<file path="config.mk">
export PLATFORM = sky130hd
export DESIGN_NAME = mqtt_inbound_packet_parser
export DESIGN_NICKNAME = d
export VERILOG_FILES = /design/src/rtl/mip_pkg.sv /design/src/rtl/mip_parse.sv /design/src/rtl/mip_verdict.sv /design/src/rtl/mqtt_inbound_packet_parser.sv
export VERILOG_INCLUDE_DIRS = /design/src /design/src/rtl
export SDC_FILE = /design/constraint.sdc
export NUM_CORES = 1
export LEC_CHECK = 0
export CAP_MARGIN = 20
export CORE_ASPECT_RATIO = 1.5
export CORE_MARGIN = 8
export CORE_UTILIZATION = 45
export DETAILED_ROUTE_END_ITERATION = 7
export DONT_BUFFER_PORTS = 1
export PLACE_DENSITY_LB_ADDON = 0.12
export SLEW_MARGIN = 25
export SYNTH_ARGS = -nofsm -noshare
export SYNTH_HDL_FRONTEND = slang
export SYNTH_SLANG_ARGS = --single-unit
</file>
<file path="constraint.sdc">
create_clock -name clk_i -period 19.55 [get_ports clk_i]
set_input_delay 1.955 -clock clk_i [delete_from_list [all_inputs] [get_ports clk_i]]
set_output_delay 1.955 -clock clk_i [all_outputs]
set_load 0.02 [all_outputs]
</file>
<file path="src/rtl/mqtt_inbound_packet_parser_macros.svh">
// assertion macros for the inbound packet parser
// each use samples on clk_i and is disabled while rst_ni is low
`ifndef MQTT_INBOUND_PACKET_PARSER_MACROS_SVH
`define MQTT_INBOUND_PACKET_PARSER_MACROS_SVH

`ifndef SYNTHESIS

// property must hold at every sampled edge out of reset
`define MIP_ASSERT(lbl, prop) \
  lbl: assert property (@(posedge clk_i) disable iff (!rst_ni) (prop)) \
    else $error("mip assertion failed");

// condition must never be seen out of reset
`define MIP_ASSERT_NEVER(lbl, cond) \
  lbl: assert property (@(posedge clk_i) disable iff (!rst_ni) !(cond)) \
    else $error("mip forbidden condition seen");

`else

`define MIP_ASSERT(lbl, prop)
`define MIP_ASSERT_NEVER(lbl, cond)

`endif

`endif

</file>
<file path="src/rtl/mip_pkg.sv">
package mip_pkg;

  // end offset: header length plus 28-bit remaining length
  localparam int END_W = 29;
  // payload start offset: header, topic length, topic and packet id
  localparam int PS_W = 17;

  localparam logic [3:0]  TYPE_PUBLISH  = 4'h3;
  localparam logic [3:0]  TYPE_SUBACK   = 4'h9;
  localparam logic [3:0]  TYPE_PINGRESP = 4'hD;
  localparam logic [31:0] WAKE_RESET    = 32'h7761_6B65;
  localparam logic [2:0]  WAKE_BYTES    = 3'd4;

  typedef enum logic [1:0] {
    PH_HEADER,
    PH_LENGTH,
    PH_BODY,
    PH_IDLE
  } phase_e;

  typedef enum logic [2:0] {
    EV_IGNORED   = 3'd0,
    EV_WAKE      = 3'd1,
    EV_OTHER     = 3'd2,
    EV_SUBACK    = 3'd3,
    EV_PINGRESP  = 3'd4,
    EV_MALFORMED = 3'd5
  } event_e;

  // per-packet parse state
  typedef struct packed {
    phase_e      phase;
    logic [7:0]  header_byte;
    logic [27:0] rem_len;
    logic [2:0]  length_byte_count;
    logic        length_error;
    logic [15:0] topic_len;
    logic [15:0] packet_identifier;
    logic [2:0]  payload_count;   // saturates at four, only the first four bytes compare
    logic        payload_match;
    logic        publish_error;
  } parse_t;

  localparam parse_t PARSE_RESET = '{
    phase:             PH_HEADER,
    header_byte:       8'h00,
    rem_len:           28'h0,
    length_byte_count: 3'd0,
    length_error:      1'b0,
    topic_len:         16'h0,
    packet_identifier: 16'h0,
    payload_count:     3'd0,
    payload_match:     1'b1,
    publish_error:     1'b0
  };

  // one verdict per packet
  typedef struct packed {
    event_e      event_res;
    logic        header_ok;
    logic        ack_needed;
    logic [15:0] ack_packet_id;
    logic [1:0]  publish_qos;
    logic [27:0] length_field;
  } res_t;

  // fixed header length: type byte plus length bytes
  function automatic logic [2:0] header_len(input logic [2:0] lbc);
    return 3'd1 + lbc;
  endfunction

  // offset one past the last byte that the remaining length covers
  function automatic logic [END_W-1:0] packet_end(input logic [2:0] lbc,
                                                  input logic [27:0] rl);
    return END_W'(header_len(lbc)) + END_W'(rl);
  endfunction

  // offset of the first payload byte
  function automatic logic [PS_W-1:0] payload_start(input logic [2:0] lbc,
                                                    input logic [1:0] qos,
                                                    input logic [15:0] tl);
    logic [PS_W-1:0] id_len;
    id_len = (qos != 2'd0) ? PS_W'(2) : PS_W'(0);
    return PS_W'(header_len(lbc)) + PS_W'(2) + PS_W'(tl) + id_len;
  endfunction

endpackage

</file>
<file path="src/rtl/mip_parse.sv">
module mip_parse import mip_pkg::*; #(
  parameter int MAX_PACKET_BYTES = 512,
  parameter int MAX_LENGTH_BYTES = 4,
  localparam int CW = $clog2(MAX_PACKET_BYTES + 1)
) (
  input  logic          clk_i,
  input  logic          rst_ni,
  input  logic          fire_i,
  input  logic [7:0]    data_byte_i,
  input  logic          last_byte_i,
  input  logic [31:0]   wake_word_i,
  output parse_t        state_o,
  output logic [CW-1:0] count_o
);

  parse_t          st_q, st_d;
  logic [CW-1:0]   cnt_q, cnt_d;

  logic [2:0]       hl;
  logic [END_W-1:0] end_w;
  logic [END_W-1:0] pos;
  logic [PS_W-1:0]  ps_cur;
  logic [PS_W-1:0]  ps_new;
  logic [PS_W-1:0]  id_pos;
  logic [15:0]      tl_new;
  logic [2:0]       lbc_inc;
  logic [27:0]      rl_add;
  logic [31:0]      wake_sh;
  logic             qos_on;
  logic             keep;

  // byte offsets derived from the current state
  always_comb begin
    hl      = header_len(st_q.length_byte_count);
    end_w   = packet_end(st_q.length_byte_count, st_q.rem_len);
    pos     = END_W'(cnt_q);
    qos_on  = st_q.header_byte[2:1] != 2'd0;
    tl_new  = {st_q.topic_len[15:8], data_byte_i};
    ps_cur  = payload_start(st_q.length_byte_count, st_q.header_byte[2:1],
                            st_q.topic_len);
    ps_new  = payload_start(st_q.length_byte_count, st_q.header_byte[2:1], tl_new);
    id_pos  = PS_W'(hl) + PS_W'(2) + PS_W'(st_q.topic_len);
    lbc_inc = st_q.length_byte_count + 3'd1;
    keep    = cnt_q < CW'(MAX_PACKET_BYTES);
    wake_sh = wake_word_i >> {~st_q.payload_count[1:0], 3'b000};
  end

  // 7-bit length group placed by its index
  always_comb begin
    unique case (st_q.length_byte_count[1:0])
      2'd0:    rl_add = {21'h0, data_byte_i[6:0]};
      2'd1:    rl_add = {14'h0, data_byte_i[6:0], 7'h0};
      2'd2:    rl_add = {7'h0, data_byte_i[6:0], 14'h0};
      default: rl_add = {data_byte_i[6:0], 21'h0};
    endcase
  end

  // state update for one kept byte
  always_comb begin
    st_d  = st_q;
    cnt_d = cnt_q;
    if (keep) begin
      cnt_d = cnt_q + CW'(1);
      unique case (st_q.phase)
        PH_HEADER: begin
          st_d.header_byte = data_byte_i;
          st_d.phase       = PH_LENGTH;
        end
        PH_LENGTH: begin
          st_d.rem_len           = st_q.rem_len | rl_add;
          st_d.length_byte_count = lbc_inc;
          if (!data_byte_i[7]) begin
            st_d.phase = (st_q.header_byte[7:4] == TYPE_PUBLISH) ? PH_BODY : PH_IDLE;
          end else if (lbc_inc >= 3'(MAX_LENGTH_BYTES)) begin
            st_d.length_error = 1'b1;
            st_d.phase        = PH_IDLE;
          end
        end
        PH_BODY: begin
          if (pos == END_W'(hl)) begin
            st_d.topic_len = {data_byte_i, 8'h00};
          end else if (pos == END_W'(hl) + END_W'(1)) begin
            st_d.topic_len = tl_new;
            if (END_W'(ps_new) > end_w) begin
              st_d.publish_error = 1'b1;
            end
          end else begin
            // packet id follows the topic when qos is nonzero
            if (qos_on) begin
              if (pos == END_W'(id_pos)) begin
                st_d.packet_identifier = {data_byte_i, 8'h00};
              end else if (pos == END_W'(id_pos) + END_W'(1)) begin
                st_d.packet_identifier = {st_q.packet_identifier[15:8], data_byte_i};
              end
            end
            // payload bytes against the wake word
            if (pos >= END_W'(ps_cur) && pos < end_w) begin
              if (st_q.payload_count < WAKE_BYTES) begin
                if (data_byte_i != wake_sh[7:0]) begin
                  st_d.payload_match = 1'b0;
                end
                st_d.payload_count = st_q.payload_count + 3'd1;
              end
            end
          end
        end
        default: begin
          st_d = st_q;
        end
      endcase
    end
  end

  // parse state, cleared after the last byte of a packet
  always_ff @(posedge clk_i or negedge rst_ni) begin
    if (!rst_ni) begin
      st_q  <= PARSE_RESET;
      cnt_q <= '0;
    end else if (fire_i) begin
      if (last_byte_i) begin
        st_q  <= PARSE_RESET;
        cnt_q <= '0;
      end else begin
        st_q  <= st_d;
        cnt_q <= cnt_d;
      end
    end
  end

  assign state_o = st_d;
  assign count_o = cnt_d;

endmodule

</file>
<file path="src/rtl/mip_verdict.sv">
module mip_verdict import mip_pkg::*; #(
  parameter int CW = 10
) (
  input  parse_t        state_i,
  input  logic [CW-1:0] count_i,
  output res_t          res_o
);

  logic [END_W-1:0] end_w;
  logic [END_W-1:0] n;
  logic [PS_W-1:0]  ps;
  logic [2:0]       hl;

  always_comb begin
    hl    = header_len(state_i.length_byte_count);
    end_w = packet_end(state_i.length_byte_count, state_i.rem_len);
    n     = END_W'(count_i);
    ps    = payload_start(state_i.length_byte_count, state_i.header_byte[2:1],
                          state_i.topic_len);
  end

  // verdict on the fully parsed packet
  always_comb begin
    res_o           = '0;
    res_o.event_res = EV_IGNORED;
    if (n < END_W'(2)) begin
      res_o.event_res = EV_IGNORED;
    end else if (state_i.phase == PH_LENGTH || state_i.length_error) begin
      res_o.event_res = EV_MALFORMED;
    end else begin
      res_o.header_ok    = 1'b1;
      res_o.length_field = state_i.rem_len;
      unique case (state_i.header_byte[7:4])
        TYPE_PUBLISH: begin
          res_o.publish_qos = state_i.header_byte[2:1];
          if (end_w > n || END_W'(hl) + END_W'(2) > n || state_i.publish_error) begin
            res_o.event_res = EV_MALFORMED;
          end else begin
            res_o.event_res = (end_w == END_W'(ps) + END_W'(4) && state_i.payload_match)
                              ? EV_WAKE : EV_OTHER;
            if (state_i.header_byte[2:1] == 2'd1) begin
              res_o.ack_needed    = 1'b1;
              res_o.ack_packet_id = state_i.packet_identifier;
            end
          end
        end
        TYPE_SUBACK:   res_o.event_res = EV_SUBACK;
        TYPE_PINGRESP: res_o.event_res = EV_PINGRESP;
        default:       res_o.event_res = EV_IGNORED;
      endcase
    end
  end

endmodule

</file>
<file path="src/rtl/mqtt_inbound_packet_parser.sv">
// channel  | direction | handshake              | payload
// ---------+-----------+------------------------+--------------------------------------
// in       | input     | in_valid_i / in_stall_o   | data_byte_i, last_byte_i
// out      | output    | out_valid_o / out_stall_i | event_res_o, header_ok_o, ack_*_o, ...
// config   | input     | wake_word_we_i            | wake_word_i
//
// one byte per cycle unless a last byte waits on a stalled output: a byte sits in the
// input register, the parse state and the verdict are computed from it, and the verdict
// of a last byte lands in the result register. out_valid_o rises when that verdict is loaded.
// bytes that are not last keep flowing while a verdict waits on a stalled output;
// a last byte waits in the input register until the result register is free.
// reset clears the parse state and loads the default wake word; no clearing pass.
`include "mqtt_inbound_packet_parser_macros.svh"

module mqtt_inbound_packet_parser import mip_pkg::*; #(
  parameter int MAX_PACKET_BYTES = 512,
  parameter int MAX_LENGTH_BYTES = 4
) (
  input  logic        clk_i,
  input  logic        rst_ni,
  input  logic        wake_word_we_i,
  input  logic [31:0] wake_word_i,
  input  logic        in_valid_i,
  output logic        in_stall_o,
  input  logic [7:0]  data_byte_i,
  input  logic        last_byte_i,
  output logic        out_valid_o,
  input  logic        out_stall_i,
  output logic [2:0]  event_res_o,
  output logic        header_ok_o,
  output logic        ack_needed_o,
  output logic [15:0] ack_packet_id_o,
  output logic [1:0]  publish_qos_o,
  output logic [27:0] length_field_o
);

  localparam int CW = $clog2(MAX_PACKET_BYTES + 1);

  logic [31:0]   wake_q;
  logic          in_vld_q;
  logic [7:0]    byte_q;
  logic          last_q;
  logic          out_vld_q;
  res_t          res_q;
  res_t          res_d;
  parse_t        st_d;
  logic [CW-1:0] cnt_d;
  logic          proc_fire;
  logic          in_xfer;

  // wake word register
  always_ff @(posedge clk_i or negedge rst_ni) begin
    if (!rst_ni) begin
      wake_q <= WAKE_RESET;
    end else if (wake_word_we_i) begin
      wake_q <= wake_word_i;
    end
  end

  // a last byte needs room in the result register
  assign proc_fire  = in_vld_q & (~last_q | ~out_vld_q | ~out_stall_i);
  assign in_stall_o = in_vld_q & ~proc_fire;
  assign in_xfer    = in_valid_i & ~in_stall_o;

  // input register
  always_ff @(posedge clk_i or negedge rst_ni) begin
    if (!rst_ni) begin
      in_vld_q <= 1'b0;
    end else if (in_xfer) begin
      in_vld_q <= 1'b1;
    end else if (proc_fire) begin
      in_vld_q <= 1'b0;
    end
  end

  always_ff @(posedge clk_i) begin
    if (in_xfer) begin
      byte_q <= data_byte_i;
      last_q <= last_byte_i;
    end
  end

  mip_parse #(
    .MAX_PACKET_BYTES(MAX_PACKET_BYTES),
    .MAX_LENGTH_BYTES(MAX_LENGTH_BYTES)
  ) u_parse (
    .clk_i       (clk_i),
    .rst_ni      (rst_ni),
    .fire_i      (proc_fire),
    .data_byte_i (byte_q),
    .last_byte_i (last_q),
    .wake_word_i (wake_q),
    .state_o     (st_d),
    .count_o     (cnt_d)
  );

  mip_verdict #(
    .CW(CW)
  ) u_verdict (
    .state_i (st_d),
    .count_i (cnt_d),
    .res_o   (res_d)
  );

  // result register
  always_ff @(posedge clk_i or negedge rst_ni) begin
    if (!rst_ni) begin
      out_vld_q <= 1'b0;
    end else if (proc_fire && last_q) begin
      out_vld_q <= 1'b1;
    end else if (!out_stall_i) begin
      out_vld_q <= 1'b0;
    end
  end

  always_ff @(posedge clk_i) begin
    if (proc_fire && last_q) begin
      res_q <= res_d;
    end
  end

  assign out_valid_o     = out_vld_q;
  assign event_res_o     = res_q.event_res;
  assign header_ok_o     = res_q.header_ok;
  assign ack_needed_o    = res_q.ack_needed;
  assign ack_packet_id_o = res_q.ack_packet_id;
  assign publish_qos_o   = res_q.publish_qos;
  assign length_field_o  = res_q.length_field;

  // a verdict only appears after a last byte is processed
  `MIP_ASSERT(a_result_from_last, $rose(out_vld_q) |-> $past(proc_fire && last_q))
  // bytes inside a packet never wait on the output side
  `MIP_ASSERT_NEVER(a_mid_byte_stall, in_vld_q && !last_q && in_stall_o)
  // an ack only comes with a well-formed qos 1 publish
  `MIP_ASSERT(a_ack_publish, out_valid_o && ack_needed_o |->
    (event_res_o == EV_WAKE || event_res_o == EV_OTHER) && publish_qos_o == 2'd1)
  // no decoded length without a clean header
  `MIP_ASSERT(a_len_needs_hdr, out_valid_o && !header_ok_o |->
    length_field_o == 28'h0 && !ack_needed_o && publish_qos_o == 2'd0)

endmodule
</file>
After elaboration in Yosys (flattened, before gate mapping) --
Index checks and enable logic that the tools add are counted.
Storage, ports and cells: bits in registers 181, input bits 46, output and inout port bits 53
Cells by class: add/sub/neg operators 18, order comparisons 9, eq/ne operators 19, shifts and indexed selects 1, muxes and demuxes 40, bitwise operators 14, reductions and logical operators 20
Operators with widths (count):
- two-way mux 79 bit | 2
- one-hot mux 28 bit (3 select lines) | 1
- adder 3 x 28 -> 29 bit | 2
- == test 10 x 29 -> 1 bit | 2
- > comparator 29 x 10 -> 1 bit | 2
- adder 17 bit | 3
- two-way mux 16 bit | 3
- two-way mux 48 bit | 1
- two-way mux 37 bit | 1
- adder 4 x 16 -> 17 bit | 2
- two-way mux 17 bit | 2
- two-way mux 32 bit | 1
- >> shifter 32 x 5 -> 8 bit | 1
- == test 29 bit | 1
- > comparator 17 x 29 -> 1 bit | 1
- < comparator 10 x 29 -> 1 bit | 1
- bitwise OR 28 bit | 1
- two-way mux 8 bit | 3
- two-way mux 21 bit | 1
- two-way mux 10 bit | 2
- two-way mux 20 bit | 1
- two-way mux 19 bit | 1
- adder 17 x 1 -> 18 bit, second input constant | 1
- adder 17 x 3 -> 18 bit, second input constant | 1
- other kinds (39) | 84

Depth between registers and ports, before layout --
depth in word-level cells 23, mapped depth 27, mapped depth without buffers 26

Modules after synthesis --
From an unflattened synthesis, not the netlist that was laid out.
Second synthesis, totals: cell total of the unflattened synthesis 1439, area, all modules 13924.6 um2
By module, submodules not included:
- mip_parse | instances 1, cells each 988, area an instance 8454.4 um2
- mqtt_inbound_packet_parser | instances 1, cells each 140, area an instance 3268.1 um2
- mip_verdict | instances 1, cells each 311, area an instance 2202.1 um2

Worst setup path after synthesis --
OpenSTA, ideal clock, no wires.
path kind reg2reg, from reg u_parse.st_q[38] in the netlist's numbering, to reg res_q, in the netlist event_res_o[0], data pin, setup time 158 ps, arrival time 6324 ps, path slack 13069 ps, stages on the path, launching flop included 27, cell sequence dfrtp_1 -> inv_1 -> ha_1 -> xor2_1 -> nor4_4 -> nand2_4 -> clkbuf_1 -> and2_0 -> clkbuf_1 -> a22oi_1 -> fa_1 -> inv_1 -> ha_1 -> inv_1 -> fa_1 -> nor2b_1 -> o21ai_0 -> nand2b_1 -> o31ai_2 -> or4b_4 -> a311oi_2 -> o2111ai_2 -> o32a_1 -> o2bb2ai_1 -> mux2i_1 -> or4_1 -> o211ai_1
On the way: longest elaborated chain between the ends 16, elaborated cells between the ends (all ways) 54
Ends and longest elaborated chain:
- from (decl) | RTL line mip_parse.sv:16 | parse_t st_q, st_d;
- from (signal assigned) | RTL line mip_parse.sv:124 | st_q <= st_d;
- adder 1 x 3 -> 3 bit | RTL line mip_pkg.sv:69, mip_parse.sv:43
- adder 3 x 1 -> 4 bit or adder 3 x 2 -> 4 bit (tied branches) | RTL line mip_parse.sv:82, mip_pkg.sv:84
- == test 10 x 29 -> 1 bit or adder 4 x 16 -> 17 bit (tied branches) | RTL line mip_parse.sv:82, mip_pkg.sv:84
- two-way mux 8 bit or adder 17 bit (tied branches) | RTL line mip_parse.sv:82, mip_pkg.sv:84
- two-way mux 16 bit or >= comparator 10 x 17 -> 1 bit (tied branches) | RTL line mip_parse.sv:80, mip_parse.sv:97
- two-way mux 37 bit or logical AND 1 bit (tied branches) | RTL line mip_parse.sv:64, mip_parse.sv:97
- two-way mux 79 bit (*) | RTL line mip_parse.sv:62 | if (keep) begin
- adder 17 x 16 -> 17 bit or two-way mux 20 bit (tied branches) | RTL line mip_pkg.sv:84, mip_parse.sv:82
- adder 17 bit or two-way mux 21 bit (tied branches) | RTL line mip_pkg.sv:84, mip_parse.sv:80
- adder 17 x 3 -> 18 bit or two-way mux 37 bit (tied branches) | RTL line mip_verdict.sv:39, mip_parse.sv:64
- == test 29 bit or two-way mux 79 bit (tied branches) | RTL line mip_verdict.sv:39, mip_parse.sv:62
- logical AND 1 bit | RTL line mip_verdict.sv:39 | res_o.event_res = (end_w == END_W'(ps) + END_W'(4) && state_i.payload_match)
- two-way mux 2 bit | RTL line mip_verdict.sv:40 | ? EV_WAKE : EV_OTHER;
- two-way mux 3 bit | RTL line mip_verdict.sv:36 | if (end_w > n || END_W'(hl) + END_W'(2) > n || state_i.publish_error) begin
- one-hot mux 3 bit (3 select lines) | RTL line mip_verdict.sv:33 | unique case (state_i.header_byte[7:4])
- two-way mux 3 bit (*) | RTL line mip_verdict.sv:28 | end else if (state_i.phase == PH_LENGTH || state_i.length_error) begin
- to (signal assigned) | RTL line mqtt_inbound_packet_parser.sv:118 | res_q <= res_d;
- to (decl) | RTL line mqtt_inbound_packet_parser.sv:44 | res_t res_q;
Every way passes the cells marked *; elsewhere a longest branch is shown, timed or not. The select of a mux whose other input is x is not followed. A chain may end at the register's enable or synchronous reset.

Worst setup path in the final report --
Ends and elaborated chain as after synthesis.

==> impl_metrics.json <==
{
  "status": "finished, final reports clean",
  "min_path_type": "reg2reg",
  "drv_slew": 0,
  "crit_chain": "inv_1 > ha_1 > ha_1 > nor4bb_1 > o31ai_1 > nor4_4 > a22oi_1 > fa_1 > inv_1 > ha_1 > inv_1 > fa_1 > nor2b_1 > o21ai_0 > nand2b_1 > o31ai_2 > or4b_4 > a311oi_2 > o2111ai_2 > o32a_1 > o2bb2ai_1 > mux2i_1 > or4_1 > o211ai_1",
  "fmax_ghz": 0.135,
  "seq_area_sq_mm": 0.00485,
  "dieArea_sq_mm": 0.0355,
  "cts_buffer_depth": 2,
  "critical_path_class": "reg2reg",
  "cts_hold_buf": 0,
  "drc": 0,
  "min_period_over_period": 0.380,
  "routed_via_density": 6.20,
  "placeableCoreArea_sq_mm": 0.0294,
  "crit_fanout": 10,
  "cts.sinks": 181,
  "n_antenna_cell": 0,
  "layout.cells.non_filler": 1766,
  "p_leak_nw": 5.63,
  "cp-end-kind": "flop",
  "synth_fa_ha_area_frac": 0.0940,
  "synthFlopType": "dfrtp_1",
  "netlist_instances": 1394,
  "yosys.area.top_type": "dfrtp_1",
  "synth_xor_xnor_area_share": 0.0971,
  "setup_viol_count_final": 0,
  "vias": 10952,
  "start_kind": "flop",
  "syn-num-nets": 1536,
  "cts-root-buf": "clkbuf_16",
  "grt_util_all_layers": 0.261,
  "area_growth_pct": 7.07,
  "synth_top_area_share": 0.191,
  "antenna_found_initial": 0,
  "synthTopCellsByCount": "125 x nor2_1, 102 x dfrtp_1, 91 x nand2_1, 89 x ha_1, 85 x xnor2_1",
  "io_buffer_count": 0,
  "post_cts_buffers": 0,
  "postSynth.asyncResetShare": 0.669,
  "initial_core_util": 0.454,
  "holdWs_ps": 493,
  "synth.distinct_cells": 91,
  "synth_area_leaders": "dfrtp_1 19%, edfxtp_1 14%, ha_1 8.3%",
  "muxShareOfSynthArea": 0.0556,
  "cp.arrival_ps": 7720,
  "cpPeakStageDelay_ps": 610,
  "slew_headroom": 0.338,
  "synth-seq-area-share": 0.364,
  "avgRoutedWirePerCell_um": 25.6,
  "gr-total-overflow": 0,
  "synth_most_common_cell": "nor2_1",
  "ant_nets": 0,
  "grt_pass1_wl_mm": 69.0,
  "slowest_stage": "nor4_4",
  "finClkSkew_ps": 11.2,
  "synth_top_family_by_area": "simple AND/OR/NAND/NOR gates",
  "synth_compound_area_frac": 0.170,
  "insertion_delay_ps": 460,
  "grt_pass1_vias": 11164,
  "synth_seq_cells": 181,
  "syn_area_sq_mm": 0.0133,
  "drt-initial-drc-count": 840,
  "wl_mm": 45.2,
  "numCtsBuffers": 17,
  "gp_congestion": 0.956,
  "synth-simple-area-share": 0.183,
  "cts_tree": "yes",
  "rows": 77,
  "ir_drop_uv": 73.2,
  "power_density_mw_per_mm2": 95.9,
  "tightestPinTransition_ps": 985,
  "report.final.hold_viol_count": 0,
  "maxCapViolCount": 0,
  "setup_tns_ps": 0,
  "worstPathRequired_ps": 19840,
  "drt-pass1-iter-count": 5,
  "grt_max_degree": 122,
  "yosysWarningCount": 0,
  "die-height_um": 227,
  "synth-edff-count": 60,
  "multi_input_area_sq_mm": 0.00801,
  "cts_resized": 0,
  "boundaryPins": 99,
  "post-route-util": 0.486,
  "rsz0062_at_grt": "false",
  "fillers": 2809,
  "min_period_ps": 7430,
  "dp_cells": 1734,
  "die_x_um": 157,
  "fin_nets": 1500,
  "cts.clk_slew.worst_paths_ps": 70,
  "htree_levels": 4,
  "dp_hpwl_mm": 33.6,
  "drive_above_1_share": 0.103,
  "avgSynthCellArea_sq_um": 9.57
}
metal layers:
metal / track usage / vias to the layer above / routed length (um)
met5: 0 / - / 0
met4: 0.173 / 0 / 3080
met3: 0.0523 / 141 / 2220
met1: 0.282 / 5399 / 16900
li1: - / 5070 / -
met2: 0.457 / 342 / 23000
cells by family (layout without fill, tap and decap cells):
kind of cell | count (synthesis) | after routing
DFF | 181 | 181
xor gates and xnor gates | 144 | 144
and+or+nand+nor | 464 | 464
buffers and inverters | 124 | 101
muxes | 60 | 60
AOI/OAI and AO/OA | 325 | 325
adders and majority gates | 96 | 96
power by group:
group / internal (mW) / switching, mW
sequential: 0.423 / 0.0475
clock: 0.170 / 0.174
combinational: 0.233 / 0.323
total: 0.826 / 0.544
area by class of cell:
class	count	share of cell area
Multi-Input combinational cell	1089	0.561
Sequential cell	181	0.340
Tap cell	395	0.0346
Clock buffer	18	0.0300
Timing Repair Buffer	24	0.0129
Inverter	45	0.0118
Clock inverter	14	0.00990
stage by stage:
stage | instance area [sq um] | setup slack, ps | power [mW]
after global routing | 14300 | 11600 | 1.46
final | 14300 | 12120 | 1.37
after CTS | 14300 | 12130 | 1.38
after global placement | 13700 | 12340 | 1.02
after floorplan | 13300 | 13070 | 0.874
after detailed placement | 13700 | 12170 | 1.03
sequential cells by signal, indices dropped and copies added, names as in the netlist:
signal,flops
u_parse.cnt_q,10
byte_q,8
last_q,1
length_field_o,28
wake_q,32
in_vld_q,1
ack_needed_o,1
u_parse.st_q,77
event_res_o,3
header_ok_o,1
publish_qos_o,2
ack_packet_id_o,16
out_valid_o,1
worst paths after layout:
| path | startpoint | endpoint | cells past startpoint | slack [ps] |
|---|---|---|---|---|
| max | u_parse.st_q[38] | event_res_o[0] | 24 | 12120 |
| min | u_parse.st_q[1] | u_parse.st_q[1] | 2 | 490 |
| max reg2reg | u_parse.st_q[38] | event_res_o[0] | 24 | 12120 |
| min reg2reg | u_parse.st_q[1] | u_parse.st_q[1] | 2 | 490 |
| max in group asynchronous | rst_ni | u_parse.st_q[1] | 0 | 18060 |
| min in group asynchronous | rst_ni | wake_q[27] | 0 | 1190 |
cell usage in the layout (no fill, tap or decap), types with 6 or more instances in the layout:
master / instances
or4_1: 9
a31oi_1: 32
nand3_1: 40
nor3_1: 36
or3_1: 12
a21oi_1: 65
mux2i_1: 19
clkbuf_16: 17
nand4_1: 28
and3_1: 14
edfxtp_1: 60
a22o_1: 42
ha_1: 89
mux2_2: 33
o21ai_0: 56
xnor2_1: 85
and4_1: 6
nor2_1: 125
and2_1: 9
o31a_1: 7
o21a_1: 8
nand2b_1: 21
buf_4: 23
dfstp_2: 19
o211ai_1: 7
nor2b_1: 18
a21o_1: 27
xor2_1: 57
o31ai_1: 12
nor4_1: 13
nand2_1: 91
fa_1: 7
mux4_2: 8
inv_1: 45
a211oi_1: 10
nand3b_1: 7
dfrtp_1: 102
worst max-delay path, delay by kind of cell, from the launching register on:
kind                     cells  cell delay [ps]
AO/OA/AOI/OAI                9             2000
multiplexers                 1              120
buffers and inverters        3              370
AND/OR/NAND/NOR              6             2380
adder cells (fa/ha/maj)      5             1830
flip-flops                   1              570
Power figures use the tool's default switching activity.
